===== src/twsm_pkg.sv =====
package twsm_pkg;

  localparam int VECTOR_BINS_DEF = 64;
  localparam int TOP_COUNT_DEF   = 8;
  localparam int USED_BINS       = 48;
  localparam int MASK_BINS       = 64;
  localparam int UW              = $clog2(USED_BINS);
  localparam int QUEUE_DEPTH     = 2;

  localparam logic MODE_TAP    = 1'b0;
  localparam logic MODE_SAMPLE = 1'b1;

  localparam logic [MASK_BINS-1:0] PILOT_MASK = (64'd1 << 8) | (64'd1 << 16) | (64'd1 << 20)
    | (64'd1 << 28) | (64'd1 << 36) | (64'd1 << 44) | (64'd1 << 48) | (64'd1 << 56);

  localparam logic [5:0] USED_POS [USED_BINS] = '{
    6'd6,  6'd7,  6'd8,  6'd9,  6'd10, 6'd12, 6'd13, 6'd14,
    6'd15, 6'd16, 6'd17, 6'd18, 6'd19, 6'd20, 6'd21, 6'd22,
    6'd23, 6'd24, 6'd26, 6'd27, 6'd28, 6'd29, 6'd30, 6'd31,
    6'd33, 6'd34, 6'd35, 6'd36, 6'd37, 6'd38, 6'd40, 6'd41,
    6'd42, 6'd43, 6'd44, 6'd45, 6'd46, 6'd47, 6'd48, 6'd49,
    6'd50, 6'd51, 6'd52, 6'd54, 6'd55, 6'd56, 6'd57, 6'd58
  };

  typedef enum logic {
    OP_TAP    = 1'b0,
    OP_SAMPLE = 1'b1
  } op_kind_t;

  typedef enum logic [1:0] {
    BK_IDLE,
    BK_SCAN,
    BK_DRAIN,
    BK_COMMIT
  } back_state_t;

  typedef struct packed {
    logic               mode;
    logic [5:0]         tap_position;
    logic signed [15:0] tap_weight;
    logic signed [15:0] primary_re;
    logic signed [15:0] primary_im;
    logic signed [15:0] alternate_re;
    logic signed [15:0] alternate_im;
  } in_item_t;

  typedef struct packed {
    logic signed [15:0] out_re;
    logic signed [15:0] out_im;
    logic               from_alternate;
    logic [5:0]         bin_number;
    logic               vector_end;
  } out_item_t;

  typedef struct packed {
    op_kind_t           kind;
    logic [UW-1:0]      used_idx;
    logic signed [7:0]  weight;
    logic signed [15:0] primary_re;
    logic signed [15:0] primary_im;
    logic signed [15:0] alternate_re;
    logic signed [15:0] alternate_im;
  } op_t;

  typedef struct packed {
    logic          hit;
    logic [UW-1:0] idx;
  } tap_hit_t;

  function automatic logic [MASK_BINS-1:0] used_mask_f();
    logic [MASK_BINS-1:0] m;
    m = '0;
    for (int i = 0; i < USED_BINS; i++) begin
      m[USED_POS[i]] = 1'b1;
    end
    return m;
  endfunction

  localparam logic [MASK_BINS-1:0] USED_MASK = used_mask_f();

  function automatic tap_hit_t pos_lookup(input logic [5:0] pos);
    tap_hit_t r;
    r = '0;
    for (int i = 0; i < USED_BINS; i++) begin
      if (USED_POS[i] == pos) begin
        r.hit = 1'b1;
        r.idx = UW'(i);
      end
    end
    return r;
  endfunction

  function automatic logic signed [7:0] reset_weight(input logic [UW-1:0] idx);
    logic signed [7:0] w;
    w = PILOT_MASK[USED_POS[idx]] ? 8'sd2 : 8'sd1;
    return w;
  endfunction

  function automatic logic signed [7:0] round_q88(input logic signed [15:0] w);
    logic [16:0] mag;
    logic [16:0] sum;
    logic [8:0]  r;
    logic [7:0]  res;
    mag = w[15] ? (17'd0 - {w[15], w}) : {1'b0, w};
    sum = mag + 17'd128;
    r   = sum[16:8];
    if (w[15]) begin
      res = 8'd0 - r[7:0];
    end else if (r > 9'd127) begin
      res = 8'd127;
    end else begin
      res = r[7:0];
    end
    return res;
  endfunction

endpackage


===== src/top_weight_subcarrier_mux.sv =====
// channel   ports                               moves
// ------    ---------------------------------   --------------------------------------
// input     in_valid / in_ready / in_item        tap write (mode 0) or sample pair
// result    out_valid / out_ready / out_item     selected sample, bin, end of vector
//
// Sample items pass at one per cycle through the queue and the output register unless
// the result side stalls. A tap write starts a rank walk: TOP_COUNT passes over the
// weight memory (scan of all USED_BINS entries, drain, commit); samples behind it wait.
// Reset runs the same walk on the reset weights before the first sample is served.
// While the result side stalls, the input side accepts items until the queue is full.
module top_weight_subcarrier_mux #(
  parameter int VECTOR_BINS = twsm_pkg::VECTOR_BINS_DEF,
  parameter int TOP_COUNT   = twsm_pkg::TOP_COUNT_DEF
) (
  input  logic                clk,
  input  logic                rst_n,
  input  twsm_pkg::in_item_t  in_item,
  input  logic                in_valid,
  output logic                in_ready,
  output twsm_pkg::out_item_t out_item,
  output logic                out_valid,
  input  logic                out_ready
);

  twsm_pkg::op_t push_data;
  logic          push_valid;
  logic          push_ready;
  twsm_pkg::op_t q_data;
  logic          q_valid;
  logic          q_pop;

  twsm_front u_front (
    .in_item    (in_item),
    .in_valid   (in_valid),
    .in_ready   (in_ready),
    .push_data  (push_data),
    .push_valid (push_valid),
    .push_ready (push_ready)
  );

  twsm_queue u_queue (
    .clk        (clk),
    .rst_n      (rst_n),
    .push_data  (push_data),
    .push_valid (push_valid),
    .push_ready (push_ready),
    .pop_data   (q_data),
    .pop_valid  (q_valid),
    .pop        (q_pop)
  );

  twsm_back #(
    .VECTOR_BINS (VECTOR_BINS),
    .TOP_COUNT   (TOP_COUNT)
  ) u_back (
    .clk       (clk),
    .rst_n     (rst_n),
    .q_data    (q_data),
    .q_valid   (q_valid),
    .q_pop     (q_pop),
    .out_item  (out_item),
    .out_valid (out_valid),
    .out_ready (out_ready)
  );

endmodule


===== src/twsm_front.sv =====
module twsm_front (
  input  twsm_pkg::in_item_t in_item,
  input  logic               in_valid,
  output logic               in_ready,
  output twsm_pkg::op_t      push_data,
  output logic               push_valid,
  input  logic               push_ready
);

  twsm_pkg::tap_hit_t hit;

  assign hit      = twsm_pkg::pos_lookup(in_item.tap_position);
  assign in_ready = push_ready;

  always_comb begin
    push_data.kind         = (in_item.mode == twsm_pkg::MODE_SAMPLE) ?
                             twsm_pkg::OP_SAMPLE : twsm_pkg::OP_TAP;
    push_data.used_idx     = hit.idx;
    push_data.weight       = twsm_pkg::round_q88(in_item.tap_weight);
    push_data.primary_re   = in_item.primary_re;
    push_data.primary_im   = in_item.primary_im;
    push_data.alternate_re = in_item.alternate_re;
    push_data.alternate_im = in_item.alternate_im;
    // drop writes to unused bins
    push_valid = in_valid && ((in_item.mode == twsm_pkg::MODE_SAMPLE) || hit.hit);
  end

endmodule


===== src/twsm_queue.sv =====
module twsm_queue (
  input  logic          clk,
  input  logic          rst_n,
  input  twsm_pkg::op_t push_data,
  input  logic          push_valid,
  output logic          push_ready,
  output twsm_pkg::op_t pop_data,
  output logic          pop_valid,
  input  logic          pop
);

  localparam int DEPTH = twsm_pkg::QUEUE_DEPTH;
  localparam int AW    = (DEPTH > 1) ? $clog2(DEPTH) : 1;
  localparam int CW    = $clog2(DEPTH + 1);

  twsm_pkg::op_t slot_r [DEPTH];
  logic [AW-1:0] wr_ptr_r, wr_ptr_nxt;
  logic [AW-1:0] rd_ptr_r, rd_ptr_nxt;
  logic [CW-1:0] count_r, count_nxt;
  logic          do_push;
  logic          do_pop;

  assign push_ready = (count_r != CW'(DEPTH));
  assign pop_valid  = (count_r != '0);
  assign pop_data   = slot_r[rd_ptr_r];
  assign do_push    = push_valid && push_ready;
  assign do_pop     = pop && pop_valid;

  always_comb begin
    wr_ptr_nxt = wr_ptr_r;
    rd_ptr_nxt = rd_ptr_r;
    count_nxt  = count_r;
    if (do_push) begin
      wr_ptr_nxt = (wr_ptr_r == AW'(DEPTH - 1)) ? '0 : wr_ptr_r + 1'b1;
    end
    if (do_pop) begin
      rd_ptr_nxt = (rd_ptr_r == AW'(DEPTH - 1)) ? '0 : rd_ptr_r + 1'b1;
    end
    if (do_push && !do_pop) begin
      count_nxt = count_r + 1'b1;
    end else if (do_pop && !do_push) begin
      count_nxt = count_r - 1'b1;
    end
  end

  always_ff @(posedge clk) begin
    if (!rst_n) begin
      wr_ptr_r <= '0;
      rd_ptr_r <= '0;
      count_r  <= '0;
    end else begin
      wr_ptr_r <= wr_ptr_nxt;
      rd_ptr_r <= rd_ptr_nxt;
      count_r  <= count_nxt;
    end
  end

  always_ff @(posedge clk) begin
    if (do_push) begin
      slot_r[wr_ptr_r] <= push_data;
    end
  end

endmodule


===== src/twsm_back.sv =====
module twsm_back #(
  parameter int VECTOR_BINS = twsm_pkg::VECTOR_BINS_DEF,
  parameter int TOP_COUNT   = twsm_pkg::TOP_COUNT_DEF
) (
  input  logic                clk,
  input  logic                rst_n,
  input  twsm_pkg::op_t       q_data,
  input  logic                q_valid,
  output logic                q_pop,
  output twsm_pkg::out_item_t out_item,
  output logic                out_valid,
  input  logic                out_ready
);

  localparam int BW   = (VECTOR_BINS > 1) ? $clog2(VECTOR_BINS) : 1;
  localparam int PW   = $clog2(TOP_COUNT + 1);
  localparam int UW   = twsm_pkg::UW;
  localparam int USED = twsm_pkg::USED_BINS;
  localparam int MB   = twsm_pkg::MASK_BINS;

  twsm_pkg::back_state_t state_r, state_nxt;

  logic signed [7:0]   weight_mem [USED];
  logic signed [7:0]   rd_data_r;
  logic [USED-1:0]     wvalid_r, wvalid_nxt;
  logic                rd_wvalid_r;
  logic                rd_vld_r, rd_vld_nxt;
  logic [UW-1:0]       rd_idx_r;
  logic [UW-1:0]       scan_addr_r, scan_addr_nxt;
  logic [PW-1:0]       pass_r, pass_nxt;
  logic [MB-1:0]       mask_r, mask_nxt;
  logic                have_best_r, have_best_nxt;
  logic signed [7:0]   best_w_r, best_w_nxt;
  logic [UW-1:0]       best_idx_r, best_idx_nxt;
  logic [BW-1:0]       bin_r, bin_nxt;
  logic                out_valid_r, out_valid_nxt;
  twsm_pkg::out_item_t out_item_r, out_item_nxt;

  logic                out_free;
  logic                pop_tap;
  logic                pop_smp;
  logic signed [7:0]   cur_w;
  logic                cand;
  logic [BW+5:0]       bin_ext;
  logic                alt;
  logic                last_bin;

  assign out_free = !out_valid_r || out_ready;
  assign pop_tap  = (state_r == twsm_pkg::BK_IDLE) && q_valid &&
                    (q_data.kind == twsm_pkg::OP_TAP);
  assign pop_smp  = (state_r == twsm_pkg::BK_IDLE) && q_valid &&
                    (q_data.kind == twsm_pkg::OP_SAMPLE) && out_free;
  assign q_pop    = pop_tap || pop_smp;

  assign cur_w    = rd_wvalid_r ? rd_data_r : twsm_pkg::reset_weight(rd_idx_r);
  assign cand     = rd_vld_r && !mask_r[twsm_pkg::USED_POS[rd_idx_r]] &&
                    (!have_best_r || (cur_w > best_w_r));

  assign bin_ext  = {6'd0, bin_r};
  assign alt      = mask_r[bin_ext[5:0]] && (bin_ext[BW+5:6] == '0);
  assign last_bin = (bin_r == BW'(VECTOR_BINS - 1));

  assign out_valid = out_valid_r;
  assign out_item  = out_item_r;

  always_comb begin
    state_nxt = state_r;
    case (state_r)
      twsm_pkg::BK_IDLE: begin
        if (pop_tap) begin
          state_nxt = twsm_pkg::BK_SCAN;
        end
      end
      twsm_pkg::BK_SCAN: begin
        if (scan_addr_r == UW'(USED - 1)) begin
          state_nxt = twsm_pkg::BK_DRAIN;
        end
      end
      twsm_pkg::BK_DRAIN: begin
        state_nxt = twsm_pkg::BK_COMMIT;
      end
      twsm_pkg::BK_COMMIT: begin
        state_nxt = (pass_r == PW'(TOP_COUNT - 1)) ? twsm_pkg::BK_IDLE : twsm_pkg::BK_SCAN;
      end
      default: begin
        state_nxt = twsm_pkg::BK_IDLE;
      end
    endcase
  end

  always_comb begin
    scan_addr_nxt = '0;
    rd_vld_nxt    = 1'b0;
    pass_nxt      = pass_r;
    mask_nxt      = mask_r;
    have_best_nxt = have_best_r;
    best_w_nxt    = best_w_r;
    best_idx_nxt  = best_idx_r;
    wvalid_nxt    = wvalid_r;
    bin_nxt       = bin_r;
    out_valid_nxt = out_valid_r;
    out_item_nxt  = out_item_r;

    case (state_r)
      twsm_pkg::BK_IDLE: begin
        if (pop_tap) begin
          mask_nxt                   = '0;
          pass_nxt                   = '0;
          wvalid_nxt[q_data.used_idx] = 1'b1;
        end
      end
      twsm_pkg::BK_SCAN: begin
        rd_vld_nxt    = 1'b1;
        scan_addr_nxt = (scan_addr_r == UW'(USED - 1)) ? '0 : scan_addr_r + 1'b1;
      end
      twsm_pkg::BK_DRAIN: begin
        scan_addr_nxt = '0;
      end
      twsm_pkg::BK_COMMIT: begin
        if (have_best_r) begin
          mask_nxt[twsm_pkg::USED_POS[best_idx_r]] = 1'b1;
        end
        have_best_nxt = 1'b0;
        pass_nxt      = (pass_r == PW'(TOP_COUNT - 1)) ? '0 : pass_r + 1'b1;
      end
      default: begin
        scan_addr_nxt = '0;
      end
    endcase

    if (cand) begin
      have_best_nxt = 1'b1;
      best_w_nxt    = cur_w;
      best_idx_nxt  = rd_idx_r;
    end

    if (pop_smp) begin
      out_valid_nxt               = 1'b1;
      out_item_nxt.out_re         = alt ? q_data.alternate_re : q_data.primary_re;
      out_item_nxt.out_im         = alt ? q_data.alternate_im : q_data.primary_im;
      out_item_nxt.from_alternate = alt;
      out_item_nxt.bin_number     = bin_ext[5:0];
      out_item_nxt.vector_end     = last_bin;
      bin_nxt                     = last_bin ? '0 : bin_r + 1'b1;
    end else if (out_ready) begin
      out_valid_nxt = 1'b0;
    end
  end

  always_ff @(posedge clk) begin
    if (!rst_n) begin
      state_r     <= twsm_pkg::BK_SCAN;
      scan_addr_r <= '0;
      rd_vld_r    <= 1'b0;
      rd_idx_r    <= '0;
      pass_r      <= '0;
      mask_r      <= '0;
      have_best_r <= 1'b0;
      wvalid_r    <= '0;
      bin_r       <= '0;
      out_valid_r <= 1'b0;
    end else begin
      state_r     <= state_nxt;
      scan_addr_r <= scan_addr_nxt;
      rd_vld_r    <= rd_vld_nxt;
      rd_idx_r    <= scan_addr_r;
      pass_r      <= pass_nxt;
      mask_r      <= mask_nxt;
      have_best_r <= have_best_nxt;
      wvalid_r    <= wvalid_nxt;
      bin_r       <= bin_nxt;
      out_valid_r <= out_valid_nxt;
    end
  end

  always_ff @(posedge clk) begin
    best_w_r    <= best_w_nxt;
    best_idx_r  <= best_idx_nxt;
    out_item_r  <= out_item_nxt;
    rd_wvalid_r <= wvalid_r[scan_addr_r];
    rd_data_r   <= weight_mem[scan_addr_r];
    if (pop_tap) begin
      weight_mem[q_data.used_idx] <= q_data.weight;
    end
  end

`ifndef ASSERT_OFF
  a_mask_bound: assert property (@(posedge clk) disable iff (!rst_n)
    $countones(mask_r) <= TOP_COUNT)
    else $error("mask holds too many bins");

  a_mask_full_idle: assert property (@(posedge clk) disable iff (!rst_n)
    (state_r == twsm_pkg::BK_IDLE) |-> ($countones(mask_r) == TOP_COUNT))
    else $error("mask incomplete after rank walk");

  a_mask_used_only: assert property (@(posedge clk) disable iff (!rst_n)
    (mask_r & ~twsm_pkg::USED_MASK) == '0)
    else $error("mask marks an unused bin");

  a_bin_hold: assert property (@(posedge clk) disable iff (!rst_n)
    !pop_smp |=> $stable(bin_r))
    else $error("bin counter moved without a sample");
`endif

endmodule

===== config.mk =====
export PLATFORM = sky130hd
export DESIGN_NAME = top_weight_subcarrier_mux
export DESIGN_NICKNAME = d
export VERILOG_FILES = /design/src/twsm_pkg.sv /design/src/top_weight_subcarrier_mux.sv /design/src/twsm_front.sv /design/src/twsm_queue.sv /design/src/twsm_back.sv
export SDC_FILE = /design/constraint.sdc
export NUM_CORES = 1
export LEC_CHECK = 0
export ABC_AREA = 1
export BUFFER_PORTS_ARGS = -buffer_cell sky130_fd_sc_hd__buf_4
export CAP_MARGIN = 20
export CORE_MARGIN = 3
export CORE_UTILIZATION = 55
export CTS_CLUSTER_DIAMETER = 80
export DETAILED_ROUTE_END_ITERATION = 10
export GPL_TIMING_DRIVEN = 0
export PLACE_DENSITY = 0.74
export REMOVE_ABC_BUFFERS = 1
export SLEW_MARGIN = 20
export SYNTH_ARGS = -nofsm -noshare
export SYNTH_HDL_FRONTEND = slang
export SYNTH_SLANG_ARGS = --single-unit

===== constraint.sdc =====
create_clock -name clk -period 11.9 [get_ports clk]
set_input_delay 2.38 -clock clk [delete_from_list [all_inputs] [get_ports clk]]
set_output_delay 2.38 -clock clk [all_outputs]
set_load 0.01 [all_outputs]

Yosys cells after proc, flatten, opt, wreduce, memory -nomap -nowiden
Memories as Yosys holds them, arrays and structs flattened. A register that Yosys moved wholly into a read port is not among the register bits. Cells that the tools add are included.

Output and inout bits: 42. RAM bits: 542. Bits in read-only memories: 832. Word-level logic and storage cells: 242. Memories kept: 5. Flip-flop bits (word level): 198.

Reduce and logical (&&, ||, !) cells: 33. Add/subtract/negate cells: 10. Eq/ne operators: 58. Order comparisons: 11. Mux-type cells: 97. Bitwise operators: 7.

Memories: (name not given) (words 64, width 6, read ports 1, clocked after Yosys merged registers in 0, wr ports 0, RTL line twsm_back.sv:121) `mask_nxt[twsm_pkg::USED_POS[best_idx_r]] = 1'b1;`; (name not given) (words 64, width 6, read ports 1, clocked after Yosys merged registers in 0, wr ports 0, RTL line twsm_back.sv:56) `assign cand = rd_vld_r && !mask_r[twsm_pkg::USED_POS[rd_idx_r]] &&`; u_back.weight_mem (words 48, width 8, read ports 1, clocked after Yosys merged registers in 1, wr ports 1, RTL line twsm_back.sv:23) `logic signed [7:0] weight_mem [USED];`; u_queue.slot_r (words 2, width 79, read ports 1, clocked after Yosys merged registers in 1, wr ports 1, RTL line twsm_queue.sv:16) `twsm_pkg::op_t slot_r [DEPTH];`; (name not given) (words 64, width 1, read ports 1, clocked after Yosys merged registers in 0, wr ports 0, RTL line twsm_pkg.sv:95) `w = PILOT_MASK[USED_POS[idx]] ? 8'sd2 : 8'sd1;`.

Operators with widths (count): two-way mux 7 bit (48); equality test 6 bit, first input constant (24); two-way mux 64 bit (2); case mux 64 bit (2 select lines) (1); equality test 5 x 6 -> 1 bit, first input constant (15); bitwise OR 64 bit (1); bitwise OR 48 bit (1); equality test 4 x 6 -> 1 bit, first input constant (7); less-than comparator 6 x 7 -> 1 bit, second input constant (5); two-way mux 16 bit (2); two-way mux 6 bit (5); two-way mux 8 bit (3); two-way mux 1 bit (21); binary-select mux 1 bit (select 6 bit) (3); adder 17 x 8 -> 17 bit, second input constant (1); two-way mux 17 bit (1); subtractor 1 x 16 -> 17 bit, first input constant (1); >= comparator 7 bit, second input constant (2); NOT 6 -> 7 bit (2); logical AND 1 bit (13); adder 6 x 1 -> 6 bit, second input constant (2); demux 1 bit (select 6 bit) (2); equality test 3 x 6 -> 1 bit, first input constant (2); equality test 6 bit, second input constant (2); 25 further kinds (50).

Longest topological paths before layout
Gate-level depths: netlist (run 1).

Word-level depth: 56. Gate-level depth with buffers: 26.

Hierarchy
A second synthesis (run 1) with hierarchy kept.

Cells, all modules: 3002. Area total of the unflattened synthesis: 32831.5 sq um.

Modules (own cells, without submodules): twsm_back (sequential area each 16115.5 sq um, cells each 2393, instances 1, area each 25040.3 sq um); twsm_queue (sequential area each 4844.6 sq um, cells each 283, instances 1, area each 5975.7 sq um); twsm_front (sequential area each 0.0 sq um, cells each 326, instances 1, area each 1815.5 sq um).

Worst setup path before layout (run 1)
No wires, ideal clock.

Kind: input port to flip-flop. Start: in in_item[84] (netlist name). End: mem u_queue.slot_r[0][0] (netlist name), enable pin. Buffers on the path: 0. Setup time: 0.517 ns. Required time: 11.383 ns. Slack: 4.612 ns. Stages on the path: 9. Arrival time: 6.771 ns. Cells stage by stage: inv_1 > nor2_1 > inv_1 > a211oi_1 > nor2_1 > nand2_1 > or4_1 > nand2_1 > nor2_1.

Cells in the longest elaborated chain, start to end: 54. Elaborated cells on any way between the ends: 101. Those cells by class: eq/ne (48); mux (50); reduce/logical (3).

Ends and longest elaborated chain: from (decl) (RTL line top_weight_subcarrier_mux.sv:17) `input twsm_pkg::in_item_t in_item,`; equality test 3 x 6 -> 1 bit (RTL line twsm_pkg.sv:85) `if (USED_POS[i] == pos) begin`; two-way mux 7 bit (47 in series) (RTL line twsm_pkg.sv:85); two-way mux 7 bit (*) (RTL line twsm_pkg.sv:85); logical OR 1 bit (*) (RTL line twsm_front.sv:25) `push_valid = in_valid && ((in_item.mode == twsm_pkg::MODE_SAMPLE) || hit.hit);`; logical AND 1 bit (*) (RTL line twsm_front.sv:25); logical AND 1 bit (*) (RTL line twsm_queue.sv:26) `assign do_push = push_valid && push_ready;`; two-way mux 1 bit (*) (RTL line twsm_queue.sv:59) `if (do_push) begin`; two-way mux 1 bit (not written as such) (*) (RTL line twsm_queue.sv:60) `slot_r[wr_ptr_r] <= push_data;`; to (decl) (RTL line twsm_queue.sv:16).

Mark *: on every way between the ends. The rest lies on a longest branch, timed or not.

Final worst setup path (run 1)
Start: reg u_back.rd_idx_r[1]. End: reg u_back.best_idx_r[1], enable pin.

Cells in the longest elaborated chain, start to end: 11. Elaborated cells on any way between the ends: 15. Those cells by class: order compare (1); mux (7); bitwise (1); reduce/logical (4); memory (2).

Ends and longest elaborated chain: from (decl) (RTL line twsm_back.sv:28) `logic [UW-1:0] rd_idx_r;`; from (signal assigned) (RTL line twsm_back.sv:166) `rd_idx_r <= scan_addr_r;`; NOT 6 -> 7 bit (not written as such) (RTL line twsm_pkg.sv:95); memory read (64 x 6 bit); two-way mux 6 bit (not written as such) (2 in series) (RTL line twsm_back.sv:56); memory read (64 x 1 bit); two-way mux 1 bit (not written as such) (RTL line twsm_pkg.sv:95); two-way mux 2 bit (RTL line twsm_pkg.sv:95); two-way mux 8 bit (RTL line twsm_back.sv:55) `assign cur_w = rd_wvalid_r ? rd_data_r : twsm_pkg::reset_weight(rd_idx_r);`; named net u_back.cur_w[1] (RTL line twsm_back.sv:42) `logic signed [7:0] cur_w;`; > comparator 8 bit (RTL line twsm_back.sv:57) `(!have_best_r || (cur_w > best_w_r));`; logical OR 1 bit (RTL line twsm_back.sv:57); logical AND 1 bit (RTL line twsm_back.sv:56); named net u_back.cand (RTL line twsm_back.sv:43) `logic cand;`; to (signal assigned) (RTL line twsm_back.sv:178) `best_idx_r <= best_idx_nxt;`; to (decl) (RTL line twsm_back.sv:34) `logic [UW-1:0] best_idx_r, best_idx_nxt;`.

The timed path passes the listed nets, and every way through them passes these cells. The select of a mux whose other input is x is not followed. A chain may end at the register's enable or synchronous reset.

==> flow_summary_export.csv, run 1 <==
group,metric,value,unit
status,status,"finished clean",
sta,finalSetupViolations,0,
yosys,yosys.area_share.simple,13.3,%
global_routing,grt_max_degree,122,
worst_setup_path,reg2regPathDepth,26,
worst_setup_path,cp.arrival,5.51,ns
worst_setup_path,worstSetupStartpoint,"u_back.rd_idx_r[1]",
worst_setup_path,end_kind,"register",
worst_setup_path,crit_path_top_delay_cell,"inv_1",
yosys,synthDistinctLibCells,54,
detailed_routing,drc,0,
sta,tns,0,ns
yosys,synth_top_family_by_area,"simple AND/OR/NAND/NOR gates",
layout,fillers,4159,
layout,stdcell_count,3872,
yosys,muxShareOfSynthArea,1.13,%
floorplan,die_y,247,microns
power,power.leakage,12.8,nW
yosys,ys_seq_elements,749,
floorplan,floorplan.initialDensity,56.1,%
yosys,synth_common_cells,"edfxtp_1, nor2_1, o21ai_0, nand2_1, inv_1",
sta,grt_setup_unrepaired,"no",
placed_design,routabilityCongestion,0.890,
min_path,hp-class,"register to register",
clocking,post_cts_buffers,0,
clocking,cts_buffers,75,
layout,multi_input_comb_area,0.00955,sq mm
global_routing,grt_usage,25.6,%
yosys,ys_seq_area_share,65.7,%
global_routing,antenna_found_initial,0,
global_routing,grt-ovfl-total,0,
sta,period_share,44.4,%
clocking,cts_resized,0,
layout,area_growth,14.4,%
worst_setup_path,required,12.13,ns
floorplan,dieArea,0.0609,sq mm
layout,regArea,0.0210,sq mm
yosys,synth_warnings,0,
worst_setup_path,cp_max_fo,14,
layout,final_area,0.0365,sq mm
yosys,synth.most_common_cell,"edfxtp_1",
yosys,synth_top_area_cell,"edfxtp_1",
yosys,synth_top_cell_area_share,56.1,%
global_routing,grt_pass1_vias,22300,
detailed_routing,drtIter0Drc,2740,
run,cap_violations,0,
detailed_routing,post_drt_via_cell_ratio,5.97,
sta,worst_pin_slew,1.05,ns
worst_setup_path,cpPeakStageDelay,0.48,ns
yosys,synthAdderAreaFrac,1.49,%
yosys,netlist_area,0.0319,sq mm
worst_setup_path,worst-setup-path-type,"register to register",
yosys,synth-async-reset-ratio,0,%
clocking,hold_buffers,0,
layout,final_util,64.2,%
yosys,synthCells,2961,
power,irDropWorstVdd,0.000139,V
placed_design,post-place-cells,3731,
sta,timing.fmax,189,MHz
detailed_routing,wire_per_inst,20.3,microns
yosys,synth_edf_count,596,
clocking,htreeDepth,3,
sta,fin_skew,0.0246,ns
clocking,clockBufferDepth,3,
placed_design,placed_area,0.0340,sq mm
detailed_routing,wl,78600,microns
placed_design,dp_hpwl,48800,microns
sta,period_needed,5.28,ns
floorplan,die_x,247,microns
detailed_routing,drtAntennaViolNets,0,
yosys,synth.area.top_cells,"edfxtp_1, dfxtp_1, nor2_1, o21ai_0, nand2_1",
yosys,synth_compound_area_share,13.2,%
sta,hold_violations,0,
clocking,clock-sinks,749,
clocking,insertion_delay,0.62,ns
placed_design,portBuffers,132,
yosys,synth_xor_area_share,0.581,%
floorplan,rows,87,
worst_setup_path,start_kind,"register",
power,powerDensity,202,mW/mm^2
worst_setup_path,r2r_slack,6.62,ns
sta,report.final.slew_viol_count,0,
floorplan,core-area,0.0568,sq mm
layout,layout-drive-gt1-share,12.3,%
floorplan,ios,133,
worst_setup_path,crit_end,"u_back.best_idx_r[1]",
yosys,syn_avg_cell_area,10.8,sq um
clocking,cts_tree,"built",
sta,max_slew_margin,30.2,%
layout,nets,3181,
clocking,clk_transition_reported_paths,0.06,ns
worst_setup_path,reg2reg_from,"u_back.rd_idx_r[1]",
detailed_routing,vias,23100,
detailed_routing,first_pass_iters,6,
clocking,cts_root_buffer,"clkbuf_16",
global_routing,grt_pass1_wl,122000,microns
yosys,synth_ff_type,"edfxtp_1",
worst_setup_path,regToRegEndpoint,"u_back.best_idx_r[1]",
area by class of cell:
type	instances	share of cell area, %
antenna	2	0.0137
clock buffer	110	6.04
clock inverter	29	0.761
inverter	231	2.42
multi-input combinational	1835	26.2
sequential	749	57.5
tap	756	2.59
timing repair buffer	160	4.51
worst max-delay path, delay by kind of cell, from the launching register on:
kind	cells	cell delay, ns
flops	1	0.47
buf+inv	5	1.11
fa+ha+maj	3	0.82
simple gates	9	1.31
compound gates	9	1.20
power by group:
| part | internal, mW | total (mW) | switching, mW |
|---|---|---|---|
| clock | 1.38 | 2.35 | 0.974 |
| sequential | 3.12 | 3.25 | 0.126 |
| combinational | 0.544 | 1.76 | 1.21 |
metal layers:
| layer | GRT usage [%] | wire length, microns | vias up | part of all wire, % |
|---|---|---|---|---|
| met2 | 42.5 | 38900 | 1050 | 49 |
| met4 | 9.08 | 2560 | 0 | 3.3 |
| met1 | 34.5 | 31000 | 11200 | 40 |
| met3 | 3.87 | 6080 | 208 | 7.7 |
| met5 | 0 | 0 | - | 0 |
| li1 | - | - | 10700 | - |
worst min-delay path by stage:
stage | startpoint | endpoint | depth (start not counted)
floorplan | u_back.scan_addr_r[3] | u_back.rd_idx_r[3] | 2
global placement | u_back.wvalid_r[25] | u_back.wvalid_r[25] | 2
detailed placement | u_back.wvalid_r[6] | u_back.wvalid_r[6] | 2
CTS | u_back.mask_r[55] | u_back.mask_r[55] | 2
global route | u_back.bin_r[3] | u_back.out_item[4] | 0
finish | u_back.mask_r[55] | u_back.mask_r[55] | 2
registers in the layout, summed over array words and instances, names as in the netlist, 8 cells and up, named ones only:
| register | flops |
|---|---|
| u_back.best_w_r | 8 |
| u_back.mask_r | 64 |
| u_back.out_item | 40 |
| u_back.rd_data_r | 8 |
| u_back.weight_mem | 384 |
| u_back.wvalid_r | 48 |
| u_queue.slot_r | 158 |
stage by stage:
step	total power, mW	hold WS [ns]	setup slack [ns]
2_1_floorplan	4.33	0.430	4.56
3_3_place_gp	4.89	0.444	-1.03
3_5_place_dp	5.02	0.453	6.47
4_1_cts	7.36	0.463	6.69
5_1_grt	7.69	0.480	6.15
6_report	7.36	0.465	6.62
placed cells by master, fill, tap and decap left out, drive strengths merged, types with 5 or more instances in the layout:
master,netlist,routed
edfxtp,596,596
nor2,492,492
o21ai,345,345
nand2,324,324
inv,229,233
a21oi,166,166
buf,29,160
dfxtp,153,153
clkbuf,117,110
nand3,104,104
o22ai,69,69
o211ai,64,64
o221ai,42,42
or2,42,42
ha,38,38
mux2i,36,36
nor3,24,24
clkinv,2,21
nand4,18,18
a31oi,11,11
xor2,11,11
a31o,8,8
a211oi,6,6
xnor2,5,5
nor4,5,5
logic make-up (layout without fill, tap and decap cells):
family	after synthesis	count (layout)
buffers and inverters	377	530
other	0	2
xor gates and xnor gates	16	16
DFF	749	749
AOI/OAI and AO/OA	731	731
and+or+nand+nor	1014	1014
muxes	36	36
adders and majority gates	38	38
Power figures use the tool's default switching activity.
==> run 2: changes to the inputs <==
Settings changed: ABC_AREA 1 to 0.
Clock period 11.9 ns to 5.3 ns, I/O delays scaled along.
==> run 2 against run 1 <==
Compared with the run above:
- critical path depth shrank 7
- non-clock buffer count shrank 7
- via count shrank 23%
- area after synthesis shrank 1.9%
- cell count shrank 25%
- sequential power grew 130%
- first-iteration DRC count shrank 35%
- sequential cell count is the same
- design area shrank 2.1%
- utilization is essentially flat
- critical endpoint is now u_back.best_w_r[4]
- largest cell class unchanged
==> flow_summary_export.csv, run 2 <==
group,metric,value,unit
clocking,cts_root_buffer,"clkbuf_16",
clocking,clk_transition_reported_paths,0.06,ns
global_routing,grt_usage,23.4,%
detailed_routing,wire_per_inst,23.9,microns
yosys,synth_top_family_by_area,"multiplexers",
placed_design,placed_area,0.0332,sq mm
layout,final_util,64.2,%
global_routing,grt_max_degree,76,
detailed_routing,drc,0,
clocking,cts_tree,"built",
placed_design,dp_hpwl,43300,microns
layout,stdcell_count,2889,
yosys,synth.area.top_cells,"edfxtp_1, mux4_2, dfxtp_1, o21a_1, nor2_1",
floorplan,dieArea,0.0598,sq mm
run,cap_violations,0,
yosys,ys_seq_elements,749,
detailed_routing,vias,17900,
layout,regMostFlops,"u_back.weight_mem",
global_routing,grt-ovfl-total,0,
yosys,ys_seq_area_share,67.0,%
detailed_routing,drtIter0Drc,1794,
floorplan,ios,133,
layout,layout_commonest_cell,"edfxtp_1",
yosys,synth_edf_count,596,
layout,area_growth,14.2,%
status,status,"finished clean",
worst_setup_path,worstSetupStartpoint,"u_back.rd_idx_r[1]",
global_routing,grt_pass1_vias,18200,
layout,mostFrequentLayoutCells,"edfxtp_1, mux4_2, nor2_1",
yosys,synth-async-reset-ratio,0,%
power,power.leakage,11.7,nW
floorplan,rows,86,
sta,whs,0.462,ns
sta,period_share,96.8,%
layout,reg_top3,"u_back.weight_mem: 384 flops, u_queue.slot_r: 158 flops, u_back.mask_r: 64 flops",
yosys,synth_ff_type,"edfxtp_1",
power,powerDensity,458,mW/mm^2
sta,timing.fmax,195,MHz
sta,report.final.slew_viol_count,0,
global_routing,grt_pass1_wl,107000,microns
yosys,synthDistinctLibCells,73,
worst_setup_path,cp.arrival,5.48,ns
layout,final_area,0.0357,sq mm
worst_setup_path,worst-setup-path-type,"register to register",
layout,fillers,3798,
clocking,clockBufferDepth,3,
clocking,insertion_delay,0.61,ns
layout,antennaDiodeCount,0,
sta,fin_skew,0.0319,ns
clocking,htreeDepth,3,
detailed_routing,post_drt_via_cell_ratio,6.19,
sta,max_slew_margin,28.3,%
yosys,synth_top_cell_area_share,57.2,%
sta,fin_ws,0.169,ns
layout,nets,2210,
yosys,syn_avg_cell_area,16.0,sq um
worst_setup_path,reg2regPathDepth,19,
placed_design,portBuffers,132,
worst_setup_path,crit_end,"u_back.best_w_r[4]",
floorplan,floorplan.initialDensity,56.2,%
clocking,hold_buffers,0,
floorplan,die_x,244,microns
clocking,clock-sinks,749,
placed_design,pre_cts_ws,-0.785,ns
power,p_total,16.4,mW
floorplan,core-area,0.0556,sq mm
yosys,synth_warnings,0,
worst_setup_path,r2r_slack,0.17,ns
sta,hold_violations,0,
worst_setup_path,reg2reg_from,"u_back.rd_idx_r[1]",
global_routing,antenna_found_initial,0,
power,irDropWorstVdd,0.000312,V
yosys,synthCells,1956,
layout,largest_register_ffs,384,
worst_setup_path,end_kind,"register",
yosys,synth.most_common_cell,"edfxtp_1",
sta,worst_pin_slew,1.07,ns
sta,period_needed,5.13,ns
sta,tns,0,ns
clocking,cts_buffers,76,
min_path,hp-class,"register to register",
yosys,synth_top_area_cell,"edfxtp_1",
yosys,synth_common_cells,"edfxtp_1, mux4_2, nor2_1, dfxtp_1, nand2_1",
yosys,synthAdderAreaFrac,1.55,%
yosys,yosys.area_share.simple,6.05,%
min_path,holdPathStages,1,
layout,layout-drive-gt1-share,23.5,%
floorplan,die_y,244,microns
yosys,synth_xor_area_share,0.728,%
worst_setup_path,required,5.65,ns
detailed_routing,drtAntennaViolNets,0,
yosys,synth_compound_area_share,7.20,%
worst_setup_path,cp_max_fo,14,
worst_setup_path,regToRegEndpoint,"u_back.best_w_r[4]",
placed_design,post-place-cells,2748,
placed_design,routabilityCongestion,0.887,
yosys,muxShareOfSynthArea,15.6,%
detailed_routing,first_pass_iters,7,
detailed_routing,wl,69100,microns
worst_setup_path,start_kind,"register",
sta,finalSetupViolations,0,
yosys,netlist_area,0.0313,sq mm
-- run 2: area by class of cell --
type / count / area (sq um) / area share (%)
Inverter: 47 / 176 / 0.494
Clock inverter: 26 / 246 / 0.690
Clock buffer: 112 / 2180 / 6.10
Tap cell: 748 / 936 / 2.62
Timing Repair Buffer: 153 / 1380 / 3.86
Multi-Input combinational cell: 1054 / 9830 / 27.5
Sequential cell: 749 / 21000 / 58.7
-- run 2: cells by family (layout without fill, tap and decap cells) --
| kind of cell | Yosys count | count (layout) |
|---|---|---|
| buffers and inverters | 153 | 338 |
| DFF | 749 | 749 |
| and+or+nand+nor | 407 | 407 |
| adders and majority gates | 39 | 39 |
| xor gates and xnor gates | 26 | 26 |
| muxes | 248 | 248 |
| AOI/OAI and AO/OA | 334 | 334 |
-- run 2: power breakdown --
| group | total, mW | internal [mW] | leakage, nW | switching (mW) |
|---|---|---|---|---|
| Clock | 5.19 | 3.01 | 1.18 | 2.18 |
| Combinational | 3.83 | 1.56 | 3.87 | 2.27 |
| Sequential | 7.33 | 7.01 | 6.65 | 0.318 |
| Total | 16.4 | 11.6 | 11.7 | 4.77 |
-- run 2: layer usage --
| layer | routed length [microns] | GRT usage [%] | part of all wire (%) | up-vias |
|---|---|---|---|---|
| met3 | 4480 | 4.06 | 6.5 | 134 |
| met1 | 27800 | 31.9 | 40 | 9137 |
| met4 | 1970 | 7.07 | 2.9 | 0 |
| li1 | - | - | - | 7917 |
| met2 | 34800 | 39.1 | 50 | 692 |
| met5 | 0 | 0 | 0 | - |
-- run 2: worst min path at each step --
stage / end / slack (ns) / from
final: u_back.wvalid_r[34] / 0.46 / u_back.wvalid_r[34]
after global routing: u_back.wvalid_r[4] / 0.48 / u_back.wvalid_r[4]
after CTS: u_back.wvalid_r[31] / 0.46 / u_back.wvalid_r[31]
after detailed placement: u_back.wvalid_r[34] / 0.45 / u_back.wvalid_r[34]
after global placement: u_back.wvalid_r[6] / 0.44 / u_back.wvalid_r[6]
after floorplan: u_back.wvalid_r[10] / 0.44 / u_back.wvalid_r[10]
-- run 2: what timing repair did --
| action | 4_1_cts | 5_1_grt |
|---|---|---|
| setup endpoints to repair | 15 | 15 |
| gates resized for setup | 5 | 5 |
| pin swaps | 1 | 1 |
| buffers inserted | 2 | 1 |
-- run 2: critical path, cell delays in order (launching register included) --
cell and delay [ns]:
dfxtp_1 0.53, inv_1 0.16, ha_1 0.26, and3b_1 0.18, a2111oi_0 0.73, a311oi_2 0.20, nor2_4 0.42, nor4_2 0.15
a21o_1 0.20, ha_1 0.31, nor2b_1 0.13, o21a_1 0.17, o21a_1 0.17, o21a_1 0.17, o21ai_0 0.20, a211o_1 0.23
a311oi_1 0.06, a22oi_1 0.37, a21oi_4 0.06, buf_12 0.18
